[src/sv/pwfd_pkg.sv]
// Shared types and constants for the pulse width frame decoder.
`default_nettype none
package pwfd_pkg;

   localparam int PULSE_W  = 16;
   localparam int CFG_W    = 16;
   localparam int WORD_W   = 14;
   localparam int CSR_IDX_W = 3;

   localparam logic [CSR_IDX_W-1:0] REG_START_WIDTH  = 3'd0;
   localparam logic [CSR_IDX_W-1:0] REG_ZERO_WIDTH   = 3'd1;
   localparam logic [CSR_IDX_W-1:0] REG_ONE_WIDTH    = 3'd2;
   localparam logic [CSR_IDX_W-1:0] REG_UPPER_MARGIN = 3'd3;
   localparam logic [CSR_IDX_W-1:0] REG_LOWER_MARGIN = 3'd4;

   localparam logic [CFG_W-1:0] START_WIDTH_RST  = 16'd600;
   localparam logic [CFG_W-1:0] ZERO_WIDTH_RST   = 16'd800;
   localparam logic [CFG_W-1:0] ONE_WIDTH_RST    = 16'd1000;
   localparam logic [CFG_W-1:0] MARGIN_RST       = 16'd100;

   localparam logic STATUS_OK  = 1'b0;
   localparam logic STATUS_ERR = 1'b1;

   typedef struct packed {
      logic [CFG_W-1:0] start_width;
      logic [CFG_W-1:0] zero_width;
      logic [CFG_W-1:0] one_width;
      logic [CFG_W-1:0] upper_margin;
      logic [CFG_W-1:0] lower_margin;
   } cfg_type;

endpackage
`default_nettype wire

[src/sv/pwfd_window.sv]
// Tolerance window check of one pulse width against a nominal width.
`default_nettype none
module pwfd_window (
   input  wire logic [pwfd_pkg::PULSE_W-1:0] pulse_width,
   input  wire logic [pwfd_pkg::CFG_W-1:0]   nominal,
   input  wire logic [pwfd_pkg::CFG_W-1:0]   upper_margin,
   input  wire logic [pwfd_pkg::CFG_W-1:0]   lower_margin,
   output logic                              hit
);
   import pwfd_pkg::*;

   logic [CFG_W-1:0] low_bound;
   logic [CFG_W:0]   high_bound;
   logic             empty;

   always_comb begin
      empty      = lower_margin > nominal;
      low_bound  = nominal - lower_margin;
      // upper bound kept one bit wider so it cannot wrap
      high_bound = {1'b0, nominal} + {1'b0, upper_margin};
      hit        = !empty && (pulse_width >= low_bound) &&
                   ({1'b0, pulse_width} <= high_bound);
   end

endmodule
`default_nettype wire

[src/sv/pwfd_csr.sv]
// Configuration registers of the pulse width frame decoder.
`default_nettype none
module pwfd_csr (
   input  wire logic                             clock,
   input  wire logic                             reset,
   input  wire logic                             csr_valid,
   output logic                                  csr_ready,
   input  wire logic [pwfd_pkg::CSR_IDX_W-1:0]   csr_index,
   input  wire logic [pwfd_pkg::CFG_W-1:0]       csr_data,
   output pwfd_pkg::cfg_type                     cfg
);
   import pwfd_pkg::*;

   cfg_type cfg_ff;
   cfg_type cfg_in;

   assign csr_ready = 1'b1;
   assign cfg       = cfg_ff;

   always_comb begin
      cfg_in = cfg_ff;
      if (csr_valid) begin
         unique case (csr_index)
            REG_START_WIDTH:  cfg_in.start_width  = csr_data;
            REG_ZERO_WIDTH:   cfg_in.zero_width   = csr_data;
            REG_ONE_WIDTH:    cfg_in.one_width    = csr_data;
            REG_UPPER_MARGIN: cfg_in.upper_margin = csr_data;
            REG_LOWER_MARGIN: cfg_in.lower_margin = csr_data;
            default:          cfg_in = cfg_ff;
         endcase
      end
   end

   always_ff @(posedge clock) begin
      if (reset) begin
         cfg_ff.start_width  <= START_WIDTH_RST;
         cfg_ff.zero_width   <= ZERO_WIDTH_RST;
         cfg_ff.one_width    <= ONE_WIDTH_RST;
         cfg_ff.upper_margin <= MARGIN_RST;
         cfg_ff.lower_margin <= MARGIN_RST;
      end else begin
         cfg_ff <= cfg_in;
      end
   end

endmodule
`default_nettype wire

[src/sv/pwfd_core.sv]
// Input register, pulse classification, frame state and result register.
`default_nettype none
module pwfd_core #(
   parameter int DATA_BITS = 14
) (
   input  wire logic                           clock,
   input  wire logic                           reset,
   input  wire pwfd_pkg::cfg_type              cfg,
   input  wire logic                           req_valid,
   output logic                                req_stall,
   input  wire logic [pwfd_pkg::PULSE_W-1:0]   req_pulse_width,
   output logic                                rsp_valid,
   input  wire logic                           rsp_stall,
   output logic [pwfd_pkg::WORD_W-1:0]         rsp_word,
   output logic                                rsp_status
);
   import pwfd_pkg::*;

   localparam int BL_W = $clog2(DATA_BITS + 1);

   // input stage
   logic               in_valid_ff, in_valid_in;
   logic [PULSE_W-1:0] in_width_ff;
   // frame state
   logic               receiving_ff, receiving_in;
   logic [BL_W-1:0]    bits_left_ff, bits_left_in;
   logic [WORD_W-1:0]  shift_word_ff, shift_word_in;
   // result stage
   logic               out_valid_ff, out_valid_in;
   logic [WORD_W-1:0]  out_word_ff, out_word_in;
   logic               out_status_ff, out_status_in;

   logic               out_free;
   logic               advance;
   logic               load_in;
   logic               emit;
   logic               start_hit, zero_hit, one_hit;
   logic [WORD_W-1:0]  next_word;
   logic [BL_W-1:0]    bits_dec;

   pwfd_window u_start_win (
      .pulse_width  (in_width_ff),
      .nominal      (cfg.start_width),
      .upper_margin (cfg.upper_margin),
      .lower_margin (cfg.lower_margin),
      .hit          (start_hit)
   );

   pwfd_window u_zero_win (
      .pulse_width  (in_width_ff),
      .nominal      (cfg.zero_width),
      .upper_margin (cfg.upper_margin),
      .lower_margin (cfg.lower_margin),
      .hit          (zero_hit)
   );

   pwfd_window u_one_win (
      .pulse_width  (in_width_ff),
      .nominal      (cfg.one_width),
      .upper_margin (cfg.upper_margin),
      .lower_margin (cfg.lower_margin),
      .hit          (one_hit)
   );

   assign out_free  = !out_valid_ff || !rsp_stall;
   assign advance   = in_valid_ff && out_free;
   assign req_stall = in_valid_ff && !out_free;
   assign load_in   = req_valid && !req_stall;

   assign rsp_valid  = out_valid_ff;
   assign rsp_word   = out_word_ff;
   assign rsp_status = out_status_ff;

   // zero window wins when the two data windows overlap
   assign next_word = {shift_word_ff[WORD_W-2:0], !zero_hit};
   assign bits_dec  = (bits_left_ff != '0) ? bits_left_ff - 1'b1 : '0;

   always_comb begin
      in_valid_in   = load_in ? 1'b1 : (advance ? 1'b0 : in_valid_ff);
      receiving_in  = receiving_ff;
      bits_left_in  = bits_left_ff;
      shift_word_in = shift_word_ff;
      emit          = 1'b0;
      out_word_in   = next_word;
      out_status_in = STATUS_OK;
      if (advance) begin
         if (!receiving_ff) begin
            if (start_hit) begin
               receiving_in  = 1'b1;
               bits_left_in  = BL_W'(DATA_BITS);
               shift_word_in = '0;
            end
         end else if (zero_hit || one_hit) begin
            if (bits_dec == '0) begin
               emit          = 1'b1;
               receiving_in  = 1'b0;
               bits_left_in  = BL_W'(DATA_BITS);
               shift_word_in = '0;
            end else begin
               bits_left_in  = bits_dec;
               shift_word_in = next_word;
            end
         end else begin
            emit          = 1'b1;
            out_word_in   = '0;
            out_status_in = STATUS_ERR;
            receiving_in  = 1'b0;
            bits_left_in  = BL_W'(DATA_BITS);
            shift_word_in = '0;
         end
      end
      out_valid_in = emit ? 1'b1 : (out_free ? 1'b0 : out_valid_ff);
   end

   always_ff @(posedge clock) begin
      if (reset) begin
         in_valid_ff   <= 1'b0;
         receiving_ff  <= 1'b0;
         bits_left_ff  <= BL_W'(DATA_BITS);
         shift_word_ff <= '0;
         out_valid_ff  <= 1'b0;
      end else begin
         in_valid_ff   <= in_valid_in;
         receiving_ff  <= receiving_in;
         bits_left_ff  <= bits_left_in;
         shift_word_ff <= shift_word_in;
         out_valid_ff  <= out_valid_in;
      end
   end

   always_ff @(posedge clock) begin
      if (load_in) begin
         in_width_ff <= req_pulse_width;
      end
      if (emit) begin
         out_word_ff   <= out_word_in;
         out_status_ff <= out_status_in;
      end
   end

   a_err_word_zero: assert property (@(posedge clock) disable iff (reset)
      out_valid_ff && (out_status_ff == STATUS_ERR) |-> out_word_ff == '0)
      else $error("error result with nonzero word");

   a_emit_ends_frame: assert property (@(posedge clock) disable iff (reset)
      emit |=> !receiving_ff && (bits_left_ff == BL_W'(DATA_BITS)))
      else $error("frame state not cleared after result");

   a_bits_left_range: assert property (@(posedge clock) disable iff (reset)
      receiving_ff |-> (bits_left_ff != '0) && (bits_left_ff <= BL_W'(DATA_BITS)))
      else $error("bit counter out of range while receiving");

   a_stall_only_full: assert property (@(posedge clock) disable iff (reset)
      req_stall |-> in_valid_ff && out_valid_ff && rsp_stall)
      else $error("input stalled with room downstream");

   a_idle_no_emit: assert property (@(posedge clock) disable iff (reset)
      advance && !receiving_ff |-> !emit)
      else $error("result produced while waiting for start");

endmodule
`default_nettype wire

[src/sv/pulse_width_frame_decoder_top.sv]
// Top level of the pulse width frame decoder.
//
//   channel | ports                                   | direction
//   req     | req_valid, req_stall, req_pulse_width   | pulse widths in
//   rsp     | rsp_valid, rsp_stall, rsp_word/status   | frame words out
//   csr     | csr_valid, csr_ready, csr_index/data    | register writes in
//
// One pulse per cycle: a pulse waits in the input register, is classified
// against three windows and updates the frame state, and any result shows
// in the result register the cycle after. Reset restores the register
// defaults and the wait-for-start state. A stalled result holds the pulse
// behind it in the input register; a further pulse is then stalled.
`default_nettype none
module pulse_width_frame_decoder_top #(
   parameter int DATA_BITS = 14
) (
   input  wire logic                             clock,
   input  wire logic                             reset,
   input  wire logic                             req_valid,
   output logic                                  req_stall,
   input  wire logic [pwfd_pkg::PULSE_W-1:0]     req_pulse_width,
   output logic                                  rsp_valid,
   input  wire logic                             rsp_stall,
   output logic [pwfd_pkg::WORD_W-1:0]           rsp_word,
   output logic                                  rsp_status,
   input  wire logic                             csr_valid,
   output logic                                  csr_ready,
   input  wire logic [pwfd_pkg::CSR_IDX_W-1:0]   csr_index,
   input  wire logic [pwfd_pkg::CFG_W-1:0]       csr_data
);
   import pwfd_pkg::*;

   cfg_type cfg;

   pwfd_csr u_csr (
      .clock     (clock),
      .reset     (reset),
      .csr_valid (csr_valid),
      .csr_ready (csr_ready),
      .csr_index (csr_index),
      .csr_data  (csr_data),
      .cfg       (cfg)
   );

   pwfd_core #(
      .DATA_BITS (DATA_BITS)
   ) u_core (
      .clock           (clock),
      .reset           (reset),
      .cfg             (cfg),
      .req_valid       (req_valid),
      .req_stall       (req_stall),
      .req_pulse_width (req_pulse_width),
      .rsp_valid       (rsp_valid),
      .rsp_stall       (rsp_stall),
      .rsp_word        (rsp_word),
      .rsp_status      (rsp_status)
   );

endmodule
`default_nettype wire
[config.mk]
export PLATFORM = sky130hd
export DESIGN_NAME = pulse_width_frame_decoder_top
export DESIGN_NICKNAME = d
export VERILOG_FILES = /design/src/sv/pwfd_pkg.sv /design/src/sv/pwfd_window.sv /design/src/sv/pwfd_csr.sv /design/src/sv/pwfd_core.sv /design/src/sv/pulse_width_frame_decoder_top.sv
export SDC_FILE = /design/constraint.sdc
export NUM_CORES = 1
export LEC_CHECK = 0
export BUFFER_PORTS_ARGS = -buffer_cell sky130_fd_sc_hd__buf_2
export CAP_MARGIN = 10
export CORE_ASPECT_RATIO = 1.25
export CORE_MARGIN = 2
export CORE_UTILIZATION = 52
export CTS_BUF_LIST = sky130_fd_sc_hd__clkbuf_8
export CTS_CLUSTER_DIAMETER = 200
export CTS_CLUSTER_SIZE = 20
export DETAILED_ROUTE_END_ITERATION = 10
export PLACE_DENSITY = 0.7
export SYNTH_ARGS = -nofsm -noshare
export SYNTH_HDL_FRONTEND = slang
export SYNTH_SLANG_ARGS = --single-unit
export TNS_END_PERCENT = 100
[constraint.sdc]
create_clock -name clock -period 5.19 [get_ports clock]
set_input_delay 0 -clock clock [delete_from_list [all_inputs] [get_ports clock]]
set_output_delay 0 -clock clock [all_outputs]
set_load 0.05 [all_outputs]
==> results of run 1 <==
==> power by group through the flow <==
stage | Combinational [mW] | Sequential (mW) | Clock (mW)
5_1_grt | 0.780 | 1.12 | 1.04
6_report | 0.690 | 1.12 | 0.987
4_1_cts | 0.678 | 1.12 | 0.995
3_3_place_gp | 0.639 | 1.14 | 0
3_5_place_dp | 0.651 | 1.14 | 0
2_1_floorplan | 0.487 | 1.12 | 0
==> state kept, by name (all words and copies together) (netlist names) <==
signal	flops
u_core.bits_left_ff	4
u_core.in_valid_ff	1
u_core.in_width_ff	16
u_core.receiving_ff	1
u_core.rsp_status	1
u_core.rsp_valid	1
u_core.rsp_word	14
u_core.shift_word_ff	13
u_csr.cfg	80
==> synthesized netlist by cell type (all sizes together) (5+ instances only) <==
cell type / count / area share [%]
nand2: 200 / 7.0
ha: 192 / 22
a21oi: 130 / 6.1
dfxtp: 100 / 19
inv: 56 / 2.0
nor2: 56 / 2.0
o21ai: 56 / 2.7
xor2: 40 / 3.3
nand3: 39 / 1.8
xnor2: 37 / 3.0
a21o: 34 / 2.4
edfxtp: 31 / 8.7
nor2b: 27 / 1.6
clkbuf: 24 / 0.84
nor3: 23 / 1.1
nand2b: 18 / 1.1
o21bai: 17 / 1.2
nand4: 16 / 0.94
a31oi: 14 / 0.82
a22o: 13 / 1.1
and3: 13 / 0.76
a211oi: 12 / 0.89
o21a: 12 / 0.84
o211ai: 9 / 0.63
fa: 6 / 1.1
o31ai: 6 / 0.51
and2: 5 / 0.29
buf: 5 / 0.37
nor4: 5 / 0.29
or2: 5 / 0.32
==> per-layer routing <==
layer  track usage (%)  up-vias
met5                 0        -
met4              13.7        0
met3              3.10       86
met2              52.9      263
met1              31.4     4414
li1                  -     4793
==> timing repair <==
action | 4_1_cts | 5_1_grt
endpoints found under the setup margin | 0 | 29
endpoints found under the hold margin | 98 | 0
buffers inserted | 0 | 2
hold buffers | 35 | 0
resized for setup | 0 | 7
==> cell usage in the layout (no fill, tap or decap), types with 4 or more instances in the layout <==
| cell type | n |
|---|---|
| ha_1 | 192 |
| nand2b_1 | 18 |
| xnor2_1 | 37 |
| nor2b_1 | 27 |
| fa_1 | 6 |
| bufinv_16 | 4 |
| nor3_1 | 23 |
| nand4_1 | 16 |
| a31oi_1 | 14 |
| o21a_1 | 12 |
| o21ai_0 | 48 |
| xor2_1 | 40 |
| clkbuf_8 | 17 |
| buf_2 | 56 |
| nand2_1 | 200 |
| o21bai_1 | 17 |
| inv_6 | 4 |
| or3_1 | 4 |
| nor2_1 | 56 |
| a41oi_1 | 4 |
| or2_2 | 4 |
| and3_1 | 13 |
| nand3_1 | 39 |
| o211ai_1 | 9 |
| edfxtp_1 | 31 |
| o31ai_1 | 4 |
| dfxtp_1 | 100 |
| inv_1 | 58 |
| a211oi_1 | 10 |
| a21oi_1 | 129 |
| and2_1 | 5 |
| o21ai_1 | 7 |
| a21boi_0 | 4 |
| a21o_1 | 34 |
| nor4_1 | 4 |
| dlygate4sd3_1 | 35 |
| a22o_1 | 13 |
| buf_4 | 22 |
==> cell type report <==
type                       instances  area (µm²)
clock inverter                    15         204
multi-input combinational       1045        7450
timing repair buffer             114         807
clock buffer                      17         234
tap                              270         338
fill                            1908        8000
sequential                       131        2930
inverter                          56         210
==> worst reg2reg max path, delay by kind of cell, from the launching register on <==
family | cells | cell delay [ns]
AOI/OAI and AO/OA | 10 | 1.99
xor gates and xnor gates | 1 | 0.15
adders and majority gates | 2 | 0.76
buffers and inverters | 3 | 0.41
DFF | 1 | 0.44
muxes | 1 | 0.27
and+or+nand+nor | 5 | 0.76
==> worst paths after layout <==
check                     start                endpoint  slack (ns)  cells after the start
setup / recovery   u_csr.cfg[1]  u_core.bits_left_ff[0]        0.29                     22
hold / removal     csr_index[0]           u_csr.cfg[36]        0.10                      5
setup reg to reg   u_csr.cfg[1]  u_core.bits_left_ff[0]        0.29                     22
hold reg to reg   u_csr.cfg[12]           u_csr.cfg[12]        0.46                      2
==> metrics by stage <==
stage          instance area [µm²]  power (mW)  std cells
6_report                     12200        2.79       1648
5_1_grt                      12200        2.94       1648
4_1_cts                      12100        2.79       1645
3_5_place_dp                 11300        1.79       1578
3_3_place_gp                 11300        1.78       1578
2_1_floorplan                10700        1.61       1261
==> kinds of logic after synthesis <==
kind of cell    after synthesis  synth area share [%]
flops                       131                  27.4
other cells                   1                0.0350
buf+inv                      85                  3.18
fa+ha+maj                   198                  23.6
compound gates              345                  21.0
mux                           2                 0.199
xor+xnor                     77                  6.30
simple gates                422                  18.3
==> metrics.cfg, run 1 <==
[global_route]
grt_util_all_layers_pct=28.0
grt_pass1_wl_um=47300
antenna_found_initial=0
grt_overflow=0
first_global_vias=9015
grt_start_max_net_pins=66

[power_and_ir_drop]
switchingPower_mw=0.887
leakage_nw=5.35
clkPwrFrac_pct=35.3
power_density_mw_per_mm2=229
pwr-share-comb_pct=24.7
internal-power_mw=1.91
vdd_drop_max_v=0.000224
seqPwrFrac_pct=40.0
switching_share_pct=31.7

[timing]
worst_slack_ns=0.288
fmax_mhz=204
setup_viol=0
slew_headroom_pct=21.1
hold_slack_ns=0.100
clock_skew_ns=0.0173
post-route-period-util_pct=94.5
tightest_slew_ns=1.18
fin_crit_ns=4.90
tns_ns=0
hold_viol_final=0
drv_slew=0

[placement]
gp_congestion=0.916
place_ws_ns=0.0919
dp_hpwl_um=23300
place.port_buffers=56

[floorplan]
row_count=58
start_util_pct=53.0
die_y_um=164
dieWidth_um=132
design.portCount=58
core_mm2=0.0202
die_area_mm2=0.0217

[clocking]
clk_latency_ns=0.47
ctsHtreeMaxLevel=4
cts_root_buf=clkbuf_8
numCtsBuffers=17
clkTransAtPathRegs_ns=0.09
cts.path.max_buffers=2
cts_tree=yes
cts_sinks=131

[detailed_routing]
drt_iter0_markers=667
met3WireLength_um=1160
vias=9556
post-route-drc-count=0
wl_met1_um=12000
routed_wl_um=29800
first_pass_iters=6
top_layer=met4
wl_per_cell_um=18.1
met2_wirelength_um=15200
vias_per_cell=5.80
antenna_left=0

[layout]
antenna_cells=0
drive_above_1_share_pct=9.58
final_nets=1603
area_delta_synth_final_pct=13.8
utilization_pct=60.4

[logic_synthesis]
syn_nets=1499
ys_warn_count=0
synthesis.area_mm2=0.0107
synth-async-reset-ratio_pct=0
yosysUniqueCellTypes=72
avgSynthCellArea_um2=8.48
yosys_most_used_dff=dfxtp_1
syn_inst=1261
synth_seq_cells=131
yosysSeqAreaShare_pct=27.4
synth_edf_count=31

[critical_path]
critPathMostFrequentCell=o21a_1
cp_max_fo=16
critPathLaunchType=register
cp_top_family=compound AO/OA/AOI/OAI gates
critPathArrivalTime_ns=5.27
critPathBufInv=3
cp.required_ns=5.56
critPathKind=reg -> reg
slowest_stage=fa_1
path_cells=inv_1 > buf_4 > fa_1 > a211oi_2 > o21ai_1 > a311oi_2 > nor3b_1 > o21a_1 > o21a_1 > o21a_1 > nor2_1 > xnor2_1 > ha_1 > a21o_1 > a21oi_1 > nand2_1 > o21ai_0 > a221oi_2 > buf_4 > or2_4 > and4_4 > mux2_2
cpPeakStageDelay_ns=0.49
crit_path_end_kind=register

[outcome]
status=complete, no violations

[min_path]
hp-class=in -> reg

[flow_run]
cap_violations=0

(Power assumes the default switching activity.)
==> inputs of run 2 (changes only) <==
--- a/config.mk
+++ b/config.mk
@@ -6,15 +6,15 @@
 export NUM_CORES = 1
 export LEC_CHECK = 0
 export BUFFER_PORTS_ARGS = -buffer_cell sky130_fd_sc_hd__buf_2
-export CAP_MARGIN = 10
+export CAP_MARGIN = 5
 export CORE_ASPECT_RATIO = 1.25
 export CORE_MARGIN = 2
-export CORE_UTILIZATION = 52
+export CORE_UTILIZATION = 31
 export CTS_BUF_LIST = sky130_fd_sc_hd__clkbuf_8
 export CTS_CLUSTER_DIAMETER = 200
 export CTS_CLUSTER_SIZE = 20
 export DETAILED_ROUTE_END_ITERATION = 10
-export PLACE_DENSITY = 0.7
+export RECOVER_POWER = 50
 export SYNTH_ARGS = -nofsm -noshare
 export SYNTH_HDL_FRONTEND = slang
 export SYNTH_SLANG_ARGS = --single-unit
==> run 2 against run 1 <==
Clock power down 14%. Non-clock buffer count shrank 15. Global-route usage decreased by 10 points. Fmax increased by 0.85%.
==> metrics.cfg, run 2 (synthesis results as in run 1) <==
[outcome]
status=complete, no violations

[power_and_ir_drop]
vdd_drop_max_v=0.000130  ; -42%
finalPower_mw=2.66  ; -4.9%
power_density_mw_per_mm2=218  ; -5.2%
leakage_nw=5.21  ; -2.8%

[detailed_routing]
vias=9434  ; -1.3%
drt_iter0_markers=658  ; -1.3%
routed_wl_um=32000  ; +7.4%
wl_per_cell_um=17.9  ; -1.2%
vias_per_cell=5.26  ; -9.2%
antenna_left=0  ; unchanged
first_pass_iters=7  ; +1
post-route-drc-count=0  ; unchanged

[global_route]
grtUsageMet3_pct=2.95  ; -0.15 points
gr-usage-met2_pct=32.4  ; -21 points
grt_start_max_net_pins=65  ; -1.5%
grt_util_all_layers_pct=18.1  ; -10 points
grt_overflow=0  ; unchanged
grt_pass1_wl_um=49400  ; +4.5%
first_global_vias=8966  ; -0.54%
antenna_found_initial=1  ; +1
grt-busiest-layer=met2
grtUsageMet1_pct=20.7  ; -11 points

[floorplan]
dieWidth_um=170  ; +29%
design.portCount=58  ; unchanged
start_util_pct=31.3  ; -22 points
die_area_mm2=0.0360  ; +66%
row_count=76  ; +31%
core_mm2=0.0342  ; +70%
die_y_um=212  ; +29%

[min_path]
hold_path_depth=5  ; unchanged
hp-class=in -> reg

[timing]
slew_headroom_pct=18.8  ; -2.3 points
setup_viol=0  ; unchanged
fin_crit_ns=4.86  ; -0.0411 ns
worst_slack_ns=0.329  ; +0.0411 ns
drv_slew=0  ; unchanged
post-route-period-util_pct=93.7  ; -0.79 points
clock_skew_ns=0.0197  ; +0.00241 ns
fmax_mhz=206  ; +0.85%
tightest_slew_ns=1.22  ; +0.0357 ns
hold_viol_final=0  ; unchanged
hold_slack_ns=0.105  ; +0.00454 ns

[layout]
final_nets=1588  ; -0.94%
final_common_cell=nand2_1
antenna_cells=0  ; unchanged
utilization_pct=35.7  ; -25 points
layout_common_cells=nand2_1, ha_1, a21oi_1
largest_register_ffs=80  ; unchanged
area_delta_synth_final_pct=14.1
fin_cells=1792  ; +8.7%
drive_above_1_share_pct=7.70  ; -1.9 points

[clocking]
clkTransAtPathRegs_ns=0.10  ; about the same
cts.path.max_buffers=2  ; unchanged
cts_sinks=131  ; unchanged
cts_tree=yes
cts_root_buf=clkbuf_8
ctsHtreeMaxLevel=4  ; unchanged
numCtsBuffers=17  ; unchanged
clk_latency_ns=0.47  ; about the same

[placement]
dp.cells=1724  ; +9.3%
gp_congestion=0.925  ; +0.98%
place_ws_ns=0.0805  ; -0.0114 ns
dp_hpwl_um=25400  ; +9.4%
place.port_buffers=56  ; unchanged

[critical_path]
cp_max_fo=14  ; -2
critPathLaunchType=register
critPathKind=reg -> reg
critPathArrivalTime_ns=5.22  ; -0.05 ns
reg2reg_depth=22  ; unchanged
cp.required_ns=5.55  ; about the same
crit_path_end_kind=register

[flow_run]
cap_violations=0  ; unchanged

==> run 2: cell types whose count changed in the layout (fill, tap and decap cells not counted), sizes merged <==
cell,previous run,this run
buf,79,45
clkbuf,17,36
inv,62,67
bufinv,4,0
clkinv,3,0
clkinvlp,2,4
==> run 2: what timing repair did <==
action / CTS / global route
setup endpoints to repair: 0 / 48
hold buffers: 35 / 0
endpoints found under the hold margin: 98 / 0
gates resized for setup: 0 / 16
buffers inserted: 0 / 1
==> run 2: critical path: stages (launching register included) <==
cell	delay, ns
dfxtp_1	0.36
ha_1	0.24
fa_1	0.45
a211oi_2	0.33
o21ai_1	0.16
nand3_1	0.13
a31oi_1	0.12
o21ai_0	0.17
nand2b_1	0.12
a21o_1	0.19
a21oi_1	0.17
xor2_1	0.19
ha_1	0.28
a21oi_1	0.15
nor2b_1	0.07
nor3b_2	0.21
o311ai_1	0.19
a2bb2oi_2	0.19
a221oi_2	0.32
buf_4	0.18
nor3_1	0.06
buf_4	0.23
mux2_2	0.26
==> run 2: final timing paths <==
path | from | endpoint | slack, ns
hold / removal | csr_index[0] | u_csr.cfg[33] | 0.10
setup reg to reg | u_csr.cfg[16] | u_core.bits_left_ff[0] | 0.33
setup / recovery | u_csr.cfg[16] | u_core.bits_left_ff[0] | 0.33
hold reg to reg | u_csr.cfg[3] | u_csr.cfg[3] | 0.46
==> run 2: where the power goes <==
part,switching [mW],internal [mW],leakage [nW],total (mW)
Sequential,0.0555,1.07,1.10,1.13
Clock,0.500,0.350,0.177,0.850
Combinational,0.377,0.305,3.93,0.682
Total,0.933,1.72,5.21,2.66
==> run 2: routing by layer <==
layer	wire [µm]	vias to the layer above	part of all wire (%)
li1	-	4763	-
met1	13200	4356	41
met2	16000	237	50
met3	1180	76	3.7
met4	1580	2	4.9
met5	16	-	0.050
==> run 2: cell type report <==
| class | count | area, µm² |
|---|---|---|
| inverters | 56 | 210 |
| clock buffers | 17 | 234 |
| fillers | 3537 | 22000 |
| multi-input cells | 1045 | 7500 |
| repair buffers | 99 | 664 |
| clock inverters | 15 | 131 |
| well taps | 429 | 537 |
| flip-flops and latches | 131 | 2930 |
==> run 2: metrics by stage <==
step / instance area (µm²) / setup TNS [ns]
floorplan: 10700 / 0
global placement: 11400 / 0
global route: 12200 / -0.00363
CTS: 12200 / 0
finish: 12200 / 0
detailed placement: 11400 / 0
